<file path="src/rtl/fca_pkg.sv">
// ----------------------------------------------------------------------------
// fca_pkg
// Shared types, constants and helpers for the chain allocator: table sizes,
// operation and status codes, and the command/status bundles that join the
// controller and the datapath.
// ----------------------------------------------------------------------------
package fca_pkg;

  // Table geometry.
  localparam int NUM_BLOCKS       = 1024;
  localparam int FIRST_DATA_BLOCK = 2;
  localparam int BLK_W            = $clog2(NUM_BLOCKS);
  localparam int IDX_W            = BLK_W + 1;
  localparam int LINK_W           = 16;
  localparam int CNT_W            = 10;
  localparam logic [LINK_W-1:0] END_MARK = 16'hFFFF;
  localparam logic [CNT_W-1:0]  CNT_MAX  = {CNT_W{1'b1}};

  // Stream word layout.
  localparam int OP_W     = 3;
  localparam int STAT_W   = 2;
  localparam int TDATA_W  = 24;

  // Request codes.
  typedef enum logic [OP_W-1:0] {
    OP_ALLOC      = 3'd0,
    OP_FREE_ONE   = 3'd1,
    OP_FREE_CHAIN = 3'd2,
    OP_TRUNCATE   = 3'd3,
    OP_SEEK       = 3'd4,
    OP_SEEK_EXT   = 3'd5
  } op_t;

  // Result status codes.
  typedef enum logic [STAT_W-1:0] {
    STAT_OK        = 2'd0,
    STAT_NO_FREE   = 2'd1,
    STAT_BROKEN    = 2'd2,
    STAT_BAD_START = 2'd3
  } stat_t;

  // Table read address select.
  typedef enum logic {
    RD_START = 1'b0,
    RD_V     = 1'b1
  } rd_sel_t;

  // Table write address/data select.
  typedef enum logic [2:0] {
    WR_CLEAR      = 3'd0,
    WR_START_ZERO = 3'd1,
    WR_START_END  = 3'd2,
    WR_V_ZERO     = 3'd3,
    WR_NEW_END    = 3'd4,
    WR_LINK       = 3'd5
  } wr_sel_t;

  // Commands from the controller to the datapath.
  typedef struct packed {
    logic    load_req;   // capture a new request word
    logic    rd_en;      // read the table
    rd_sel_t rd_sel;
    logic    wr_en;      // write the table
    wr_sel_t wr_sel;
    logic    v_ld;       // take the read link as the link in hand
    logic    adv;        // follow one hop
    logic    ext;        // step onto the block just linked at the tail
    logic    cnt_inc;    // one more block freed, allocated or linked
    logic    stat_ld;
    stat_t   stat_val;
    logic    clr_run;    // clearing pass steps one entry
    logic    scan_start; // free scan starts at the hint
    logic    scan_run;   // free scan issues one read
    logic    fnd_ld;     // latch the free block the scan found
    logic    out_ld;     // load the result word
  } cmd_t;

  // Status from the datapath to the controller.
  typedef struct packed {
    op_t  op;
    logic start_data;  // start block is a data block
    logic rd_zero;     // read link is free
    logic v_end;       // link in hand is the end mark
    logic v_data;      // link in hand names a data block
    logic v_eq_start;  // link in hand points back at the start block
    logic hops_zero;
    logic scan_found;
    logic scan_none;
    logic clr_done;
    logic out_free;    // result register can take a word
  } sts_t;

  // True when a link value names a data block.
  function automatic logic is_data(input logic [LINK_W-1:0] v);
    return (v >= LINK_W'(FIRST_DATA_BLOCK)) && (v < LINK_W'(NUM_BLOCKS));
  endfunction

endpackage

</file>
<file path="src/rtl/fca_ctrl.sv">
// ----------------------------------------------------------------------------
// fca_ctrl
// Controller of the chain allocator: sequences the clearing pass after reset
// and each request through table reads, writes and the free-block scan.
// ----------------------------------------------------------------------------
module fca_ctrl (
  input  logic          clk,
  input  logic          rst_n,
  input  logic          in_tvalid,
  output logic          in_tready,
  input  fca_pkg::sts_t sts,
  output fca_pkg::cmd_t cmd
);
  import fca_pkg::*;

  typedef enum logic [3:0] {
    S_CLEAR,
    S_IDLE,
    S_DISPATCH,
    S_RD_START,
    S_CHAIN_CHK,
    S_CHAIN_RD,
    S_SEEK,
    S_SEEK_RD,
    S_SCAN,
    S_ALLOC_WR,
    S_LINK_WR,
    S_FINISH
  } state_t;

  state_t state_r;
  state_t state_nxt;

  assign in_tready = (state_r == S_IDLE);

  // Next state and commands.
  always_comb begin
    state_nxt = state_r;
    cmd       = '0;
    case (state_r)
      S_CLEAR: begin
        cmd.wr_en   = 1'b1;
        cmd.wr_sel  = WR_CLEAR;
        cmd.clr_run = 1'b1;
        if (sts.clr_done) begin
          state_nxt = S_IDLE;
        end
      end

      S_IDLE: begin
        if (in_tvalid) begin
          cmd.load_req = 1'b1;
          state_nxt    = S_DISPATCH;
        end
      end

      S_DISPATCH: begin
        case (sts.op)
          OP_ALLOC: begin
            cmd.scan_start = 1'b1;
            state_nxt      = S_SCAN;
          end
          OP_FREE_ONE, OP_FREE_CHAIN, OP_TRUNCATE, OP_SEEK, OP_SEEK_EXT: begin
            if (!sts.start_data) begin
              cmd.stat_ld  = 1'b1;
              cmd.stat_val = STAT_BAD_START;
              state_nxt    = S_FINISH;
            end else begin
              cmd.rd_en  = 1'b1;
              cmd.rd_sel = RD_START;
              state_nxt  = S_RD_START;
            end
          end
          default: state_nxt = S_FINISH;
        endcase
      end

      // Link of the start block is on the read port.
      S_RD_START: begin
        cmd.v_ld = 1'b1;
        if (sts.op == OP_FREE_ONE) begin
          if (!sts.rd_zero) begin
            cmd.wr_en   = 1'b1;
            cmd.wr_sel  = WR_START_ZERO;
            cmd.cnt_inc = 1'b1;
          end
          state_nxt = S_FINISH;
        end else if (sts.rd_zero) begin
          cmd.stat_ld  = 1'b1;
          cmd.stat_val = STAT_BROKEN;
          state_nxt    = S_FINISH;
        end else if (sts.op == OP_FREE_CHAIN) begin
          cmd.wr_en   = 1'b1;
          cmd.wr_sel  = WR_START_ZERO;
          cmd.cnt_inc = 1'b1;
          state_nxt   = S_CHAIN_CHK;
        end else if (sts.op == OP_TRUNCATE) begin
          cmd.wr_en  = 1'b1;
          cmd.wr_sel = WR_START_END;
          state_nxt  = S_CHAIN_CHK;
        end else begin
          state_nxt = S_SEEK;
        end
      end

      // Free or truncate: check the link in hand before following it.
      S_CHAIN_CHK: begin
        if (sts.v_end) begin
          state_nxt = S_FINISH;
        end else if (!sts.v_data || ((sts.op == OP_TRUNCATE) && sts.v_eq_start)) begin
          cmd.stat_ld  = 1'b1;
          cmd.stat_val = STAT_BROKEN;
          state_nxt    = S_FINISH;
        end else begin
          cmd.rd_en  = 1'b1;
          cmd.rd_sel = RD_V;
          state_nxt  = S_CHAIN_RD;
        end
      end

      // A free target breaks the chain; otherwise release it and go on.
      S_CHAIN_RD: begin
        if (sts.rd_zero) begin
          cmd.stat_ld  = 1'b1;
          cmd.stat_val = STAT_BROKEN;
          state_nxt    = S_FINISH;
        end else begin
          cmd.wr_en   = 1'b1;
          cmd.wr_sel  = WR_V_ZERO;
          cmd.cnt_inc = 1'b1;
          cmd.v_ld    = 1'b1;
          state_nxt   = S_CHAIN_CHK;
        end
      end

      // Walk: one hop per pass, extending at the tail when asked to.
      S_SEEK: begin
        if (sts.hops_zero) begin
          state_nxt = S_FINISH;
        end else if (sts.v_end) begin
          if (sts.op == OP_SEEK_EXT) begin
            cmd.scan_start = 1'b1;
            state_nxt      = S_SCAN;
          end else begin
            cmd.stat_ld  = 1'b1;
            cmd.stat_val = STAT_BROKEN;
            state_nxt    = S_FINISH;
          end
        end else if (!sts.v_data) begin
          cmd.stat_ld  = 1'b1;
          cmd.stat_val = STAT_BROKEN;
          state_nxt    = S_FINISH;
        end else begin
          cmd.rd_en  = 1'b1;
          cmd.rd_sel = RD_V;
          state_nxt  = S_SEEK_RD;
        end
      end

      S_SEEK_RD: begin
        if (sts.rd_zero) begin
          cmd.stat_ld  = 1'b1;
          cmd.stat_val = STAT_BROKEN;
          state_nxt    = S_FINISH;
        end else begin
          cmd.adv   = 1'b1;
          state_nxt = S_SEEK;
        end
      end

      // Lowest free block, one table read per cycle from the hint.
      S_SCAN: begin
        cmd.scan_run = 1'b1;
        if (sts.scan_found) begin
          cmd.fnd_ld = 1'b1;
          state_nxt  = S_ALLOC_WR;
        end else if (sts.scan_none) begin
          cmd.stat_ld  = 1'b1;
          cmd.stat_val = STAT_NO_FREE;
          state_nxt    = S_FINISH;
        end
      end

      S_ALLOC_WR: begin
        cmd.wr_en  = 1'b1;
        cmd.wr_sel = WR_NEW_END;
        if (sts.op == OP_ALLOC) begin
          cmd.cnt_inc = 1'b1;
          state_nxt   = S_FINISH;
        end else begin
          state_nxt = S_LINK_WR;
        end
      end

      // Hook the new block onto the tail and step onto it.
      S_LINK_WR: begin
        cmd.wr_en   = 1'b1;
        cmd.wr_sel  = WR_LINK;
        cmd.ext     = 1'b1;
        cmd.cnt_inc = 1'b1;
        state_nxt   = S_SEEK;
      end

      S_FINISH: begin
        if (sts.out_free) begin
          cmd.out_ld = 1'b1;
          state_nxt  = S_IDLE;
        end
      end

      default: state_nxt = S_IDLE;
    endcase
  end

  // State register.
  always_ff @(posedge clk) begin
    if (!rst_n) begin
      state_r <= S_CLEAR;
    end else begin
      state_r <= state_nxt;
    end
  end

endmodule

</file>
<file path="config.mk">
export PLATFORM = sky130hd
export DESIGN_NAME = fca_ctrl
export DESIGN_NICKNAME = d
export VERILOG_FILES = /design/src/rtl/fca_pkg.sv /design/src/rtl/fca_ctrl.sv
export SDC_FILE = /design/constraint.sdc
export NUM_CORES = 1
export LEC_CHECK = 0
export ABC_AREA = 0
export ABC_CLOCK_PERIOD_IN_PS = 2100
export BUFFER_PORTS_ARGS = -buffer_cell sky130_fd_sc_hd__buf_2
export CAP_MARGIN = 30
export CORE_UTILIZATION = 40
export DETAILED_ROUTE_END_ITERATION = 8
export PLACE_DENSITY = 0.68
export RECOVER_POWER = 25
export SYNTH_ARGS = -nofsm -noshare
export SYNTH_HDL_FRONTEND = slang
export SYNTH_SLANG_ARGS = --single-unit
</file>
<file path="constraint.sdc">
create_clock -name clk -period 2.1 [get_ports clk]
set_input_delay 0 -clock clk [delete_from_list [all_inputs] [get_ports clk]]
set_output_delay 0 -clock clk [all_outputs]
set_load 0.01 [all_outputs]
</file>
==> results.toml <==
[final_layout]
top_register = "state_r"
diodes = 0
fin_nets = 179
largest_reg_flops = 4
final_cell_count_no_fill = 188
reg_top3 = "state_r x4"
syn_to_final_growth_pct = 22.5
drive_above_1_share_pct = 32.9

[global_routing]
gr-total-overflow = 0
grt_use_total_pct = 21.1
grt_pass1_wl_microns = 4120
grt_max_degree = 20
antenna_found_initial = 0
grt_pass1_vias = 937

[run]
maxCapViolations = 0

[drt]
dr_total_vias = 1063
drt_first_pass_iters = 4
totalWireLength_microns = 2520
met1_length_microns = 1160
route.met3.wl_microns = 181
routedWlPerCell_microns = 13.4
ant_nets = 0
met2WireLength_microns = 1180
avgViaCountPerCell = 5.65
route.detailed.drc = 0
drt_iter0_markers = 34
top_layer = "met3"

[worst_setup_path]
path_max_fanout = 16
cp_data_arrival_time_ps = 1970
critPathRequiredTime_ps = 2100
worst-r2r-cell-count = 5
critPathCaptureType = "output port"
rr_endpoint = "state_r[3]"
timing.rr.start = "state_r[1]"
rrSetupSlack_ps = 390
worstSetupStartpointType = "flip-flop"
crit_type = "flip-flop to output port"

[clock_network]
clkLatencyLatePin_ps = 230
root_buffer = "clkbuf_4"
cts_made_buffers = 3
clk_pin_slew_worst_paths_ps = 40
cts_sinks = 4
cts_max_path_buffers = 2
cts_tree = "done"
postCtsHoldBufs = 0
htree_levels = 1

[die]
die_x_microns = 49.1
coreArea_sq_um = 2020
fp.dieH_microns = 49.1
initial_core_util_pct = 43.8
io_pins = 36
rows = 16
die-area_sq_um = 2410

[timing]
grt_setup_unrepaired = "no"
finClkSkew_ps = 5.68
setup_tns_ps = 0
max_slew_margin_pct = 59.2
hold_violations = 0
post-route-period-util_pct = 93.7
tightest_slew_ps = 611
finalCriticalPeriod_ps = 1970
fmax_ghz = 0.508
finalWorstSetupSlack_ps = 132
final_max_slew_viol_count = 0
holdWs_ps = 33.9
setup_viol = 0

[power_and_ir_drop]
power_density_nw_per_um2 = 318
irDropWorstVdd_mv = 0.263
p_total_mw = 0.345
p_leak_nw = 0.471

[place]
dp_cells = 185
dp_slack_ps = 302
hpwl_microns = 1980
portBuffers = 35
gp_congestion = 0.873

[synth]
syn_area_sq_um = 886
ys_ff_latch = 4
syn_area_per_cell_sq_um = 6.98
synth_cells = 127
synth_nets = 143
yosys_warnings = 0
ys_seq_area_share_pct = 9.04
synthDistinctLibCells = 48

[min_path]
hold_end = "state_r[2]"
hp-class = "input pin to flip-flop"
hold_start = "rst_n"
hold-path-cell-count = 3

[outcome]
outcome = "completed"
## Yosys cell counts (all sizes together)
cell type,instances,area share [%]
nor4,3,3.5
xnor2,2,2.0
o21ai,11,6.2
o21bai,1,0.85
and2b,1,0.85
o22ai,2,2.1
inv,6,2.5
nand4,2,1.4
a31oi,6,4.2
clkbuf,1,0.42
and3b,1,0.99
or4b,1,1.6
buf,8,6.8
o31ai,1,0.85
o221a,1,1.3
a21boi,1,0.85
and2,1,0.71
nor4b,3,7.1
o211ai,1,0.85
nor2b,3,2.1
and4b,1,1.1
and4bb,1,1.4
nand3,6,3.4
dfxtp,4,9.0
or4,1,1.3
nor3,6,3.4
o221ai,2,2.7
nand3b,2,1.7
a21oi,5,2.8
or3,1,0.71
nor3b,3,2.5
nand2b,6,5.1
nand4b,2,2.0
a21o,2,1.7
and3,2,1.4
or3b,1,0.99
a31o,1,0.99
nand2,14,5.9
nor2,11,4.7
## worst max-delay path, stage by stage, from the launching register on
cell      delay [ps]
dfxtp_1          490
buf_4            270
nand2b_4         170
or4_4            490
o221ai_2         160
buf_2            160
## area by class of cell
| cell class | instances | area [sq um] |
|---|---|---|
| Timing Repair Buffer | 40 | 211 |
| Clock buffer | 3 | 22.5 |
| Tap cell | 27 | 33.8 |
| Multi-Input combinational cell | 108 | 713 |
| Sequential cell | 4 | 81.3 |
| Inverter | 6 | 22.5 |
| Fill cell | 206 | 937 |
## where the power goes
group          switching [mW]  internal (mW)
combinational          0.0916         0.0677
clock                  0.0312         0.0639
sequential             0.0107         0.0801
## what timing repair did
action | 4_1_cts | 5_1_grt
setup buffers | 0 | 0
resized for setup | 0 | 1
endpoints found under the setup margin | 0 | 2
## kinds of logic (layout without fill, tap and decap cells)
logic type,after synthesis,in the layout,synth area share (%)
buffers and inverters,15,49,9.74
DFF,4,4,9.04
and+or+nand+nor,72,72,53.8
AOI/OAI and AO/OA,34,34,25.4
xor gates and xnor gates,2,2,1.98
## per-stage QoR
stage / util (%) / cell area [sq um]
finish: 53.7 / 1080
global route: 53.7 / 1080
CTS: 54.0 / 1090
detailed placement: 52.8 / 1070
global placement: 52.8 / 1070
floorplan: - / 886
## worst max-delay path by stage
stage                             to        from
after floorplan           state_r[3]  state_r[2]
after global placement    state_r[3]  state_r[3]
after detailed placement  state_r[3]  state_r[3]
after CTS                    cmd[15]  state_r[3]
after global routing          cmd[8]  state_r[2]
final                        cmd[15]  state_r[2]
## metal layers
| layer | vias up | global-route usage [%] |
|---|---|---|
| met2 | 41 | 35.4 |
| met5 | - | 0 |
| li1 | 539 | - |
| met4 | 0 | 1.47 |
| met1 | 483 | 29.2 |
| met3 | 0 | 3.12 |
## placed cells by master (no fill, tap or decap), types with 4 or more instances in the layout
| master | n |
|---|---|
| buf_2 | 34 |
| nand2_1 | 14 |
| nor2_1 | 11 |
| o21ai_0 | 7 |
| nor3_1 | 6 |
| nand3_1 | 6 |
| a31oi_1 | 6 |
| nand2b_1 | 5 |
| inv_1 | 5 |
| a21oi_1 | 5 |
| buf_4 | 5 |
| o21ai_1 | 4 |
No activity file was read; power rests on OpenSTA's default activity.
